[config.mk]
export PLATFORM = sky130hd
export DESIGN_NAME = tvb_bounds
export DESIGN_NICKNAME = d
export VERILOG_FILES = /design/src/rtl/core/tvb_pkg.sv /design/src/rtl/core/tvb_bounds.sv
export SDC_FILE = /design/constraint.sdc
export NUM_CORES = 1
export LEC_CHECK = 0
export BUFFER_PORTS_ARGS = -buffer_cell sky130_fd_sc_hd__buf_2
export CAP_MARGIN = 15
export CELL_PAD_IN_SITES_DETAIL_PLACEMENT = 1
export CELL_PAD_IN_SITES_GLOBAL_PLACEMENT = 1
export CORE_MARGIN = 5
export CORE_UTILIZATION = 47
export DETAILED_ROUTE_END_ITERATION = 8
export PLACE_DENSITY = 0.9
export SLEW_MARGIN = 20
export SYNTH_ARGS = -nofsm -noshare
export SYNTH_HDL_FRONTEND = slang
export SYNTH_SLANG_ARGS = --single-unit
[constraint.sdc]
create_clock -name clk -period 2.9 [get_ports clk]
set_input_delay 0.29 -clock clk [delete_from_list [all_inputs] [get_ports clk]]
set_output_delay 0.29 -clock clk [all_outputs]
set_load 0.05 [all_outputs]
[src/rtl/core/tvb_pkg.sv]
// Shared types, constants and helpers for the transformed vertex bounds block.
// Depends on nothing; every other file of the block imports it.
`timescale 1ns / 1ps

package tvb_pkg;

	localparam int COORD_W = 32;
	localparam int CFG_W   = 64;
	localparam int IDX_W   = 12;
	localparam int PROD_W  = 2 * COORD_W;
	// Three Q32.32 products plus the scaled offset need 65 bits; keep one spare.
	localparam int SUM_W   = PROD_W + 2;
	localparam int FRAC_W  = 16;
	localparam int SHR_W   = SUM_W - FRAC_W;

	localparam int MAX_SET_VERTICES = 4096;
	localparam int POS_CAP_I = (MAX_SET_VERTICES - 1 > (1 << IDX_W) - 1) ?
		(1 << IDX_W) - 1 : MAX_SET_VERTICES - 1;
	localparam logic [IDX_W-1:0] POS_CAP = IDX_W'(POS_CAP_I);

	typedef enum logic [2:0] {
		REG_X_COEF_XY       = 3'd0,
		REG_X_COEF_Z_OFS    = 3'd1,
		REG_Y_COEF_XY       = 3'd2,
		REG_Y_COEF_Z_OFS    = 3'd3,
		REG_DEPTH_COEF_XY   = 3'd4,
		REG_DEPTH_COEF_Z_OFS = 3'd5
	} cfg_reg_t;

	// Load strobes for the transform pipeline stages.
	typedef struct packed {
		logic load_s2;
		logic load_s3;
		logic load_s4;
	} tvb_adv_t;

	// Clamp a floor-shifted sum to the signed 32-bit range.
	function automatic logic signed [COORD_W-1:0] sat_coord(input logic signed [SHR_W-1:0] v);
		logic upper_same;
		upper_same = (&v[SHR_W-1:COORD_W-1]) | ~(|v[SHR_W-1:COORD_W-1]);
		if (upper_same) begin
			sat_coord = v[COORD_W-1:0];
		end else if (v[SHR_W-1]) begin
			sat_coord = {1'b1, {(COORD_W-1){1'b0}}};
		end else begin
			sat_coord = {1'b0, {(COORD_W-1){1'b1}}};
		end
	endfunction

endpackage

[src/rtl/core/tvb_bounds.sv]
// Running box, lowest depth tracker and the result register.
// Depends on tvb_pkg; instantiated by transformed_vertex_bounds.
`timescale 1ns / 1ps

module tvb_bounds import tvb_pkg::*; (
	input  logic                       clk,
	input  logic                       arst_n,
	input  logic                       take,
	input  logic                       first,
	input  logic                       last,
	input  logic signed [COORD_W-1:0]  tx,
	input  logic signed [COORD_W-1:0]  ty,
	input  logic signed [COORD_W-1:0]  td,
	input  logic                       res_ready,
	output logic                       res_valid,
	output logic signed [COORD_W-1:0]  res_min_x,
	output logic signed [COORD_W-1:0]  res_max_x,
	output logic signed [COORD_W-1:0]  res_min_y,
	output logic signed [COORD_W-1:0]  res_max_y,
	output logic signed [COORD_W-1:0]  res_depth,
	output logic        [IDX_W-1:0]    res_index
);

	logic signed [COORD_W-1:0] min_x_q, max_x_q, min_y_q, max_y_q, min_d_q;
	logic        [IDX_W-1:0]   best_q, pos_q;
	logic signed [COORD_W-1:0] min_x_d, max_x_d, min_y_d, max_y_d, min_d_d;
	logic        [IDX_W-1:0]   best_d, pos, pos_d;
	logic                      res_valid_q;

	always_comb begin
		if (first) begin
			pos     = '0;
			min_x_d = tx;
			max_x_d = tx;
			min_y_d = ty;
			max_y_d = ty;
			min_d_d = td;
			best_d  = '0;
		end else begin
			pos     = pos_q;
			min_x_d = (tx < min_x_q) ? tx : min_x_q;
			max_x_d = (tx > max_x_q) ? tx : max_x_q;
			min_y_d = (ty < min_y_q) ? ty : min_y_q;
			max_y_d = (ty > max_y_q) ? ty : max_y_q;
			// Strict compare: on a tie the earlier vertex stays.
			min_d_d = (td < min_d_q) ? td : min_d_q;
			best_d  = (td < min_d_q) ? pos : best_q;
		end
		pos_d = (pos < POS_CAP) ? IDX_W'(pos + 1'b1) : POS_CAP;
	end

	always_ff @(posedge clk or negedge arst_n) begin
		if (!arst_n) begin
			min_x_q     <= '0;
			max_x_q     <= '0;
			min_y_q     <= '0;
			max_y_q     <= '0;
			min_d_q     <= '0;
			best_q      <= '0;
			pos_q       <= '0;
			res_valid_q <= 1'b0;
		end else begin
			if (take) begin
				min_x_q <= min_x_d;
				max_x_q <= max_x_d;
				min_y_q <= min_y_d;
				max_y_q <= max_y_d;
				min_d_q <= min_d_d;
				best_q  <= best_d;
				pos_q   <= pos_d;
			end
			if (take && last) begin
				res_valid_q <= 1'b1;
			end else if (res_ready) begin
				res_valid_q <= 1'b0;
			end
		end
	end

	always_ff @(posedge clk) begin
		if (take && last) begin
			res_min_x <= min_x_d;
			res_max_x <= max_x_d;
			res_min_y <= min_y_d;
			res_max_y <= max_y_d;
			res_depth <= min_d_d;
			res_index <= best_d;
		end
	end

	assign res_valid = res_valid_q;

endmodule

==> flow_summary.yaml, run 1 <==
outcome:
  outcome: "complete, but fails checks"
  violations: "negative setup slack"
synth:
  synthDistinctLibCells: 65
  ys_seq_elements: 357
  syn_avg_cell_area_sq_um: 10.4
  ys_seq_area_frac: 0.444
  netlist_area_sq_um: 22000
  syn_nets: 2379
  yosysWarningCount: 0
  async_flop_share: 0.518
  synthCells: 2119
  ys.flop_type: "dfrtp_1"
  synth_edf_count: 172
grt:
  grt_pass1_vias: 22500
  antenna_found_initial: 12
  grt.overflow.total: 0
  grt_start_max_net_pins: 109
  grt_pass1_wl_mm: 135
  grt_usage: 0.334
die:
  ios: 275
  dieArea_sq_um: 51300
  initial_core_util: 0.474
  die_h_um: 227
  rows: 79
  core-area_sq_um: 46500
  die_w_um: 227
clock_tree:
  cts_root_buffer: "clkbuf_16"
  path_clk_slew_ns: 0.07
  tritoncts: "built"
  clock_sinks: 357
  cts_buffer_depth: 3
  clk_latency_ns: 0.60
  htree_levels: 2
  cts_inserted_buffers: 43
critical_path:
  crit_family: "buffers and inverters"
  critPathLaunchType: "flip-flop"
  cp_common_cell: "buf_4"
  arrival_ns: 3.79
  cp.buffers_inverters: 5
  crit_type: "reg -> reg"
  crit_fanout: 15
  crit_chain: "inv_2 -> ha_1 -> nand4_1 -> nor4_2 -> a311oi_1 -> buf_4 -> a21oi_4 -> o21ai_2 -> buf_4 -> o311ai_4 -> buf_6 -> buf_12 -> mux2i_1"
  required_ns: 3.34
  crit_slowest_cell: "mux2i_1"
  end_kind: "flip-flop"
  crit_path_max_incr_delay_ns: 0.51
  worst-r2r-setup-slack_ns: -0.45
sta:
  fin_skew_ns: 0.0449
  post-route-period-util: 1.15
  rsz0062_at_grt: "yes"
  fin_ws_ns: -0.449
  hold_violations: 0
  maxSlewViolCount: 0
  period_needed_ns: 3.35
  report.final.setup_viol: 302
  setup_tns_ns: -42.41
  fmax_mhz: 299
  tightest_slew_ns: 1.15
  slew_headroom: 0.234
route:
  drc: 0
  drt-initial-drc-count: 2974
  ant_nets: 0
  routedWlPerCell_um: 33.0
  vias: 21900
  drt_pass1_iterations: 6
  drt-total-wl_mm: 106
  vias_per_cell: 6.82
final_layout:
  nNetsFinal: 2826
  area_growth_pct: 31.5
  final_common_cell: "buf_2"
  final_cell_mix: "buf_2 (272), inv_1 (231), mux2i_1 (187)"
  final_cells: 3214
  drive_above_1_share: 0.338
  final_util: 0.624
placement:
  gp_congestion: 0.896
  io_buffers: 274
  dp_hpwl_mm: 54.3
  dp.cells: 3045
job:
  maxCapViolations: 0
power:
  peakVddDrop_uv: 686
  power_density_nw_per_um2: 1090
  finalPower_mw: 31.5
  leakage_nw: 13.5
min_path:
  hold_path.class: "in -> reg"
[logic make-up (layout without fill, tap and decap cells)]
| logic type | Yosys count | count (layout) | synth area share |
|---|---|---|---|
| AND/OR/NAND/NOR | 519 | 519 | 0.122 |
| buffers and inverters | 383 | 862 | 0.0711 |
| AO/OA/AOI/OAI | 368 | 368 | 0.113 |
| flip-flops | 357 | 357 | 0.444 |
| multiplexers | 334 | 334 | 0.159 |
| adder cells (fa/ha/maj) | 158 | 158 | 0.0897 |
| other | 0 | 9 | 0 |
[area by class of cell]
cell class / count / area, sq um
sequential: 357 / 9790
antenna: 9 / 22.5
tap: 607 / 759
inverter: 247 / 927
clock inverter: 21 / 267
fill: 4884 / 17500
clock buffer: 56 / 1190
multi-input combinational: 1379 / 11800
timing repair buffer: 538 / 4190
[cells in the mapped netlist, types with 62 or more instances]
cell,instances,area [sq um]
a22oi_1,62,465
edfxtp_1,172,5160
dfrtp_1,185,4630
mux2i_1,201,2010
ha_1,158,1980
nand3_1,93,465
inv_1,247,927
a21oi_1,141,706
mux2_2,124,1400
or3_1,72,450
a2111oi_0,63,552
nand2_1,113,424
clkbuf_1,92,345
nor2_1,89,334
and3_1,68,425
[worst paths after layout]
kind / start / endpoint / cells past startpoint
min in group asynchronous: arst_n / max_y_q[17] / 2
max in group asynchronous: arst_n / min_d_q[20] / 3
worst min-delay path: td[10] / min_d_q[10] / 2
worst max-delay path: min_y_q[9] / min_y_q[13] / 13
worst max register to register: min_y_q[9] / min_y_q[13] / 13
worst min register to register: res_valid / res_valid / 1
[sequential cells by signal, summed over array words and instances, names as in the netlist, 12 cells and up]
signal,cells
max_x_q,32
max_y_q,32
min_d_q,32
min_x_q,32
min_y_q,32
res_depth,32
res_max_x,32
res_max_y,32
res_min_x,32
res_min_y,32
best_q,12
pos_q,12
res_index,12
[metrics by stage]
stage,hold slack [ns],setup WS [ns],instance area [sq um]
after floorplan,-0.00559,0.102,22000
after global placement,0.401,-0.281,25300
after detailed placement,0.404,-0.466,25300
after CTS,0.00131,-0.0181,27400
after global routing,0.0103,-0.535,29000
final,0.00832,-0.449,29000
[metal layers]
metal	GRT usage	routed length, um	vias up	share of wire
met5	0	63	-	0.00059
met4	0.189	9680	10	0.091
met3	0.0678	10100	723	0.095
met2	0.568	50100	1779	0.47
met1	0.397	36100	10800	0.34
li1	-	-	8652	-
[power breakdown]
part / leakage [nW] / switching, mW / total, mW / internal [mW]
Combinational: 8.98 / 10.8 / 17.8 / 6.98
Clock: 0.707 / 2.50 / 5.94 / 3.44
Sequential: 3.80 / 0.794 / 7.76 / 6.97
[what timing repair did]
item	in CTS	in global routing
resized for setup	34	222
endpoints found under the setup margin	255	326
endpoints found under the hold margin	91	0
buffers inserted	22	31
hold buffers	14	0
pin swaps	14	40
gates cloned	3	13
No activity file was read; power rests on OpenSTA's default activity.
==> run 2: changes to the inputs <==
- BUFFER_PORTS_ARGS: -buffer_cell sky130_fd_sc_hd__buf_2 -> -buffer_cell sky130_fd_sc_hd__buf_4
- CORE_ASPECT_RATIO: default -> 0.8
==> flow_summary.yaml, run 2 (synthesis gave the netlist of run 1 again) <==
outcome:
  outcome: "complete, but fails checks"
  violations: "negative setup slack"
critical_path:
  crit_type: "reg -> reg"
  arrival_ns: 3.32
  end_kind: "flip-flop"
  cp-startpoint: "min_d_q[17]"
  critPathLaunchType: "flip-flop"
  required_ns: 3.21
  reg2reg_from: "min_d_q[17]"
  crit_fanout: 8
sta:
  fin_ws_ns: -0.114
  period_needed_ns: 3.01
  post-route-period-util: 1.04
  slew_headroom: 0.401
  rsz0062_at_grt: "yes"
  maxSlewViolCount: 0
  tightest_slew_ns: 0.898
  hold_slack_ns: 0.0474
  fin_skew_ns: 0.0313
  setup_tns_ns: -6.46
  hold_violations: 0
  fmax_mhz: 332
  report.final.setup_viol: 158
route:
  routedWlPerCell_um: 29.4
  vias: 20600
  drt-initial-drc-count: 2231
  drc: 0
  ant_nets: 0
  vias_per_cell: 6.53
  drt-total-wl_mm: 92.6
  drt_pass1_iterations: 6
power:
  power_density_nw_per_um2: 1010
  finalPower_mw: 29.3
  peakVddDrop_uv: 591
  leakage_nw: 13.4
clock_tree:
  cts_root_buffer: "clkbuf_16"
  cts_inserted_buffers: 40
  tritoncts: "built"
  clk_latency_ns: 0.58
  clock_sinks: 357
  path_clk_slew_ns: 0.07
  cts_buffer_depth: 3
  htree_levels: 2
placement:
  dp.cells: 2983
  dp_hpwl_mm: 51.4
  io_buffers: 274
  gp_congestion: 0.881
  dpl-instance-area_sq_um: 25400
final_layout:
  final_common_cell: "buf_4"
  nNetsFinal: 2758
  final_cell_mix: "buf_4 (377), inv_1 (232), mux2i_1 (191)"
  final_cells: 3153
  area_growth_pct: 31.3
  drive_above_1_share: 0.305
  final_area_sq_um: 28900
die:
  ios: 275
  die_w_um: 252
  dieArea_sq_um: 51400
  core-area_sq_um: 46700
  rows: 71
  die_h_um: 204
  initial_core_util: 0.472
grt:
  grt_pass1_vias: 21400
  grt_usage: 0.307
  antenna_found_initial: 1
  grt_start_max_net_pins: 131
  grt.overflow.total: 0
  grt_pass1_wl_mm: 125
min_path:
  hold_path.class: "in -> reg"
  min_from: "tx[0]"
job:
  maxCapViolations: 0
[run 2: report_power, final]
part	internal (mW)	switching [mW]	total, mW
clock	3.11	2.34	5.45
sequential	6.97	0.728	7.70
combinational	6.46	9.67	16.1
[run 2: worst paths after layout]
path                            cells past startpoint             to  slack (ns)
worst max-delay path                               11  res_depth[28]       -0.11
worst min-delay path                                2     max_x_q[0]        0.05
worst max register to register                     11  res_depth[28]       -0.11
worst min register to register                      1      res_valid        0.51
max in group asynchronous                           3    max_y_q[16]        1.81
min in group asynchronous                           2    min_y_q[26]        0.26
[run 2: critical path, cell delays in order (launching register included)]
cell	delay, ns
dfrtp_1	0.41
inv_1	0.08
ha_1	0.33
and4_1	0.26
and4bb_2	0.31
and3_4	0.21
a221oi_2	0.05
a31o_2	0.32
nor2_4	0.15
buf_12	0.15
clkbuf_16	0.17
mux2_4	0.31
[run 2: final cells by class]
class	count	area (sq um)
diodes	3	7.51
clock buffers	60	1150
clock inverters	14	180
fillers	4846	17800
inverters	247	927
multi-input cells	1380	11800
flip-flops and latches	357	9790
well taps	620	776
repair buffers	472	4350
[run 2: what timing repair did]
item,4_1_cts,5_1_grt
pin swaps,10,39
gates cloned,4,13
setup endpoints to repair,259,332
resized for setup,27,211
buffers inserted,9,33
hold endpoints to repair,76,1
hold buffers,33,1
[run 2: per-stage QoR]
step / utilization / setup slack, ns
floorplan: - / 0.102
global placement: 0.544 / -0.149
detailed placement: 0.544 / -0.219
CTS: 0.586 / -0.0127
global route: 0.619 / -0.160
finish: 0.619 / -0.114
[run 2: routing by layer]
metal  up-vias  part of all wire  global-route usage  routed length (um)
met1     10400              0.37               0.380               34600
li1       8507                 -                   -                   -
met5         -                 0                   0                   0
met2      1355              0.49               0.525               45200
met3       361             0.085              0.0580                7890
met4         0             0.053               0.140                4890
==> run 3: changes to the inputs <==
- ABC_AREA: default -> 1
- CORE_UTILIZATION: 47 -> 44
- PLACE_DENSITY: 0.9 -> 0.89
==> flow_summary.yaml, run 3 <==
die:
  initial_core_util: 0.445
  ios: 275
  die_w_um: 250
  rows: 70
  dieArea_sq_um: 50600
  die_h_um: 202
  core-area_sq_um: 45700
grt:
  grt_usage: 0.259
  use_met1: 0.321
  grt_pass1_wl_mm: 107
  busiest_layer: "met2"
  use_met3: 0.0527
  grt.overflow.total: 0
  grt_start_max_net_pins: 99
  grt_util_met2: 0.448
  grt_pass1_vias: 20000
  antenna_found_initial: 1
job:
  maxCapViolations: 0
synth:
  syn_avg_cell_area_sq_um: 8.56
  ys_seq_area_frac: 0.482
  muxShareOfSynthArea: 0
  ys_seq_elements: 357
  yosysWarningCount: 0
  ys.flop_type: "dfrtp_1"
  synth_top_family_by_area: "simple AND/OR/NAND/NOR gates"
  synth_top_area_cell: "edfxtp_1"
  yosys-top-cells-area: "edfxtp_1 (25%), dfrtp_1 (23%), nand2_1 (13%)"
  synthSimpleGateAreaFrac: 0.301
  async_flop_share: 0.518
  netlist_area_sq_um: 20300
  synth_edf_count: 172
  synth_compound_area_frac: 0.0332
  synth.most_common_cell: "nand2_1"
  synthDistinctLibCells: 40
  syn_nets: 2635
  synthCells: 2375
  synth_fa_ha_area_frac: 0.0973
  ys_top_cells_by_count: "nand2_1 (693), inv_1 (319), nand3_1 (250)"
  yosysTopAreaCellShare: 0.254
  synthXorXnorAreaFrac: 0.00259
final_layout:
  final_cells: 3275
  final_area_sq_um: 24600
  n_fill_cell: 5378
  final_cell_mix: "nand2_1 (691), inv_1 (318), buf_4 (293)"
  area_growth_pct: 21.1
  drive_above_1_share: 0.157
  nNetsFinal: 2891
  final_util: 0.538
  final_common_cell: "nand2_1"
  antenna_cells: 0
route:
  vias_per_cell: 5.48
  vias: 18000
  drc: 0
  routedWlPerCell_um: 20.4
  drt-initial-drc-count: 929
  drt_pass1_iterations: 5
  ant_nets: 0
  drt-total-wl_mm: 66.7
clock_tree:
  cts_root_buffer: "clkbuf_16"
  clock_sinks: 357
  htree_levels: 2
  cts_buffer_depth: 3
  cts_inserted_buffers: 41
  path_clk_slew_ns: 0.06
  tritoncts: "built"
  postCtsSetupRepairBufs: 0
  clk_latency_ns: 0.57
sta:
  hold_slack_ns: 0.0774
  fin_skew_ns: 0.0205
  rsz0062_at_grt: "no"
  report.final.setup_viol: 0
  maxSlewViolCount: 0
  hold_violations: 0
  tightest_slew_ns: 0.674
  fin_ws_ns: 0.165
  slew_headroom: 0.550
  setup_tns_ns: 0
  post-route-period-util: 0.943
  fmax_mhz: 366
  period_needed_ns: 2.73
min_path:
  hold_path.class: "in -> reg"
  min_from: "td[12]"
placement:
  preCtsSetupSlack_ns: 0.183
  dp_hpwl_mm: 46.4
  gp_congestion: 0.888
  dp.cells: 3197
  io_buffers: 274
  dpl-instance-area_sq_um: 23100
power:
  clkPwrFrac: 0.291
  swShare: 0.376
  power.internal_mw: 12.0
  leakage_nw: 12.4
  peakVddDrop_uv: 513
  combPwrFrac: 0.353
  finalPower_mw: 19.2
  switchingPower_mw: 7.22
  power_frac_seq: 0.356
  power_density_nw_per_um2: 780
critical_path:
  arrival_ns: 3.04
  critPathLaunchType: "flip-flop"
  crit_type: "reg -> reg"
  crit_fanout: 18
  reg2reg_from: "max_y_q[31]"
  required_ns: 3.20
  cp-startpoint: "max_y_q[31]"
  end_kind: "flip-flop"
outcome:
  outcome: "complete, no violations"
## run 3: worst paths after layout
kind	endpoint	slack, ns	cells past startpoint
setup / recovery	res_max_y[4]	0.17	13
hold / removal	min_d_q[12]	0.08	5
setup reg to reg	res_max_y[4]	0.17	13
hold reg to reg	best_q[7]	0.48	2
max in group asynchronous	max_x_q[15]	1.86	3
min in group asynchronous	min_d_q[26]	0.26	2
## run 3: cell type report
class | count | area [sq um] | area share
clock buffers | 58 | 1180 | 0.0480
inverters | 324 | 1230 | 0.0501
flip-flops and latches | 357 | 9790 | 0.398
repair buffers | 313 | 2550 | 0.103
multi-input cells | 1594 | 8850 | 0.360
well taps | 612 | 766 | 0.0311
clock inverters | 17 | 241 | 0.00981
## run 3: logic make-up (layout without fill, tap and decap cells)
family / count (synthesis) / in the layout
AOI/OAI and AO/OA: 117 / 117
xor gates and xnor gates: 6 / 6
adders and majority gates: 158 / 158
buffers and inverters: 424 / 712
DFF: 357 / 357
and+or+nand+nor: 1313 / 1313
## run 3: power groups by stage
stage	combinational [mW]	sequential [mW]	clock [mW]
after floorplan	3.69	7.63	0
final	6.79	6.83	5.58
after global routing	7.47	6.91	5.92
after CTS	6.78	6.83	5.68
after global placement	6.26	6.85	0
after detailed placement	6.67	6.91	0
## run 3: worst max-delay path: stages (launching register included)
cell and delay (ns):
dfrtp_1 0.38, inv_1 0.10, ha_1 0.28, a21oi_1 0.18, o21a_1 0.17, nand2_1 0.07, a21oi_1 0.28, nand2_1 0.11
nand2_1 0.08, nand2_1 0.07, nand2_2 0.10, buf_4 0.29, nand3_1 0.16, and2_1 0.20
## run 3: what timing repair did
action / CTS / global route
endpoints found under the setup margin: 0 / 46
resized for setup: 0 / 5
endpoints found under the hold margin: 45 / 0
hold buffers: 3 / 0
## run 3: metal layers
layer,vias to the layer above,part of all wire
met2,528,0.49
met5,-,0.00030
met1,9007,0.41
li1,8268,-
met4,2,0.037
met3,157,0.061
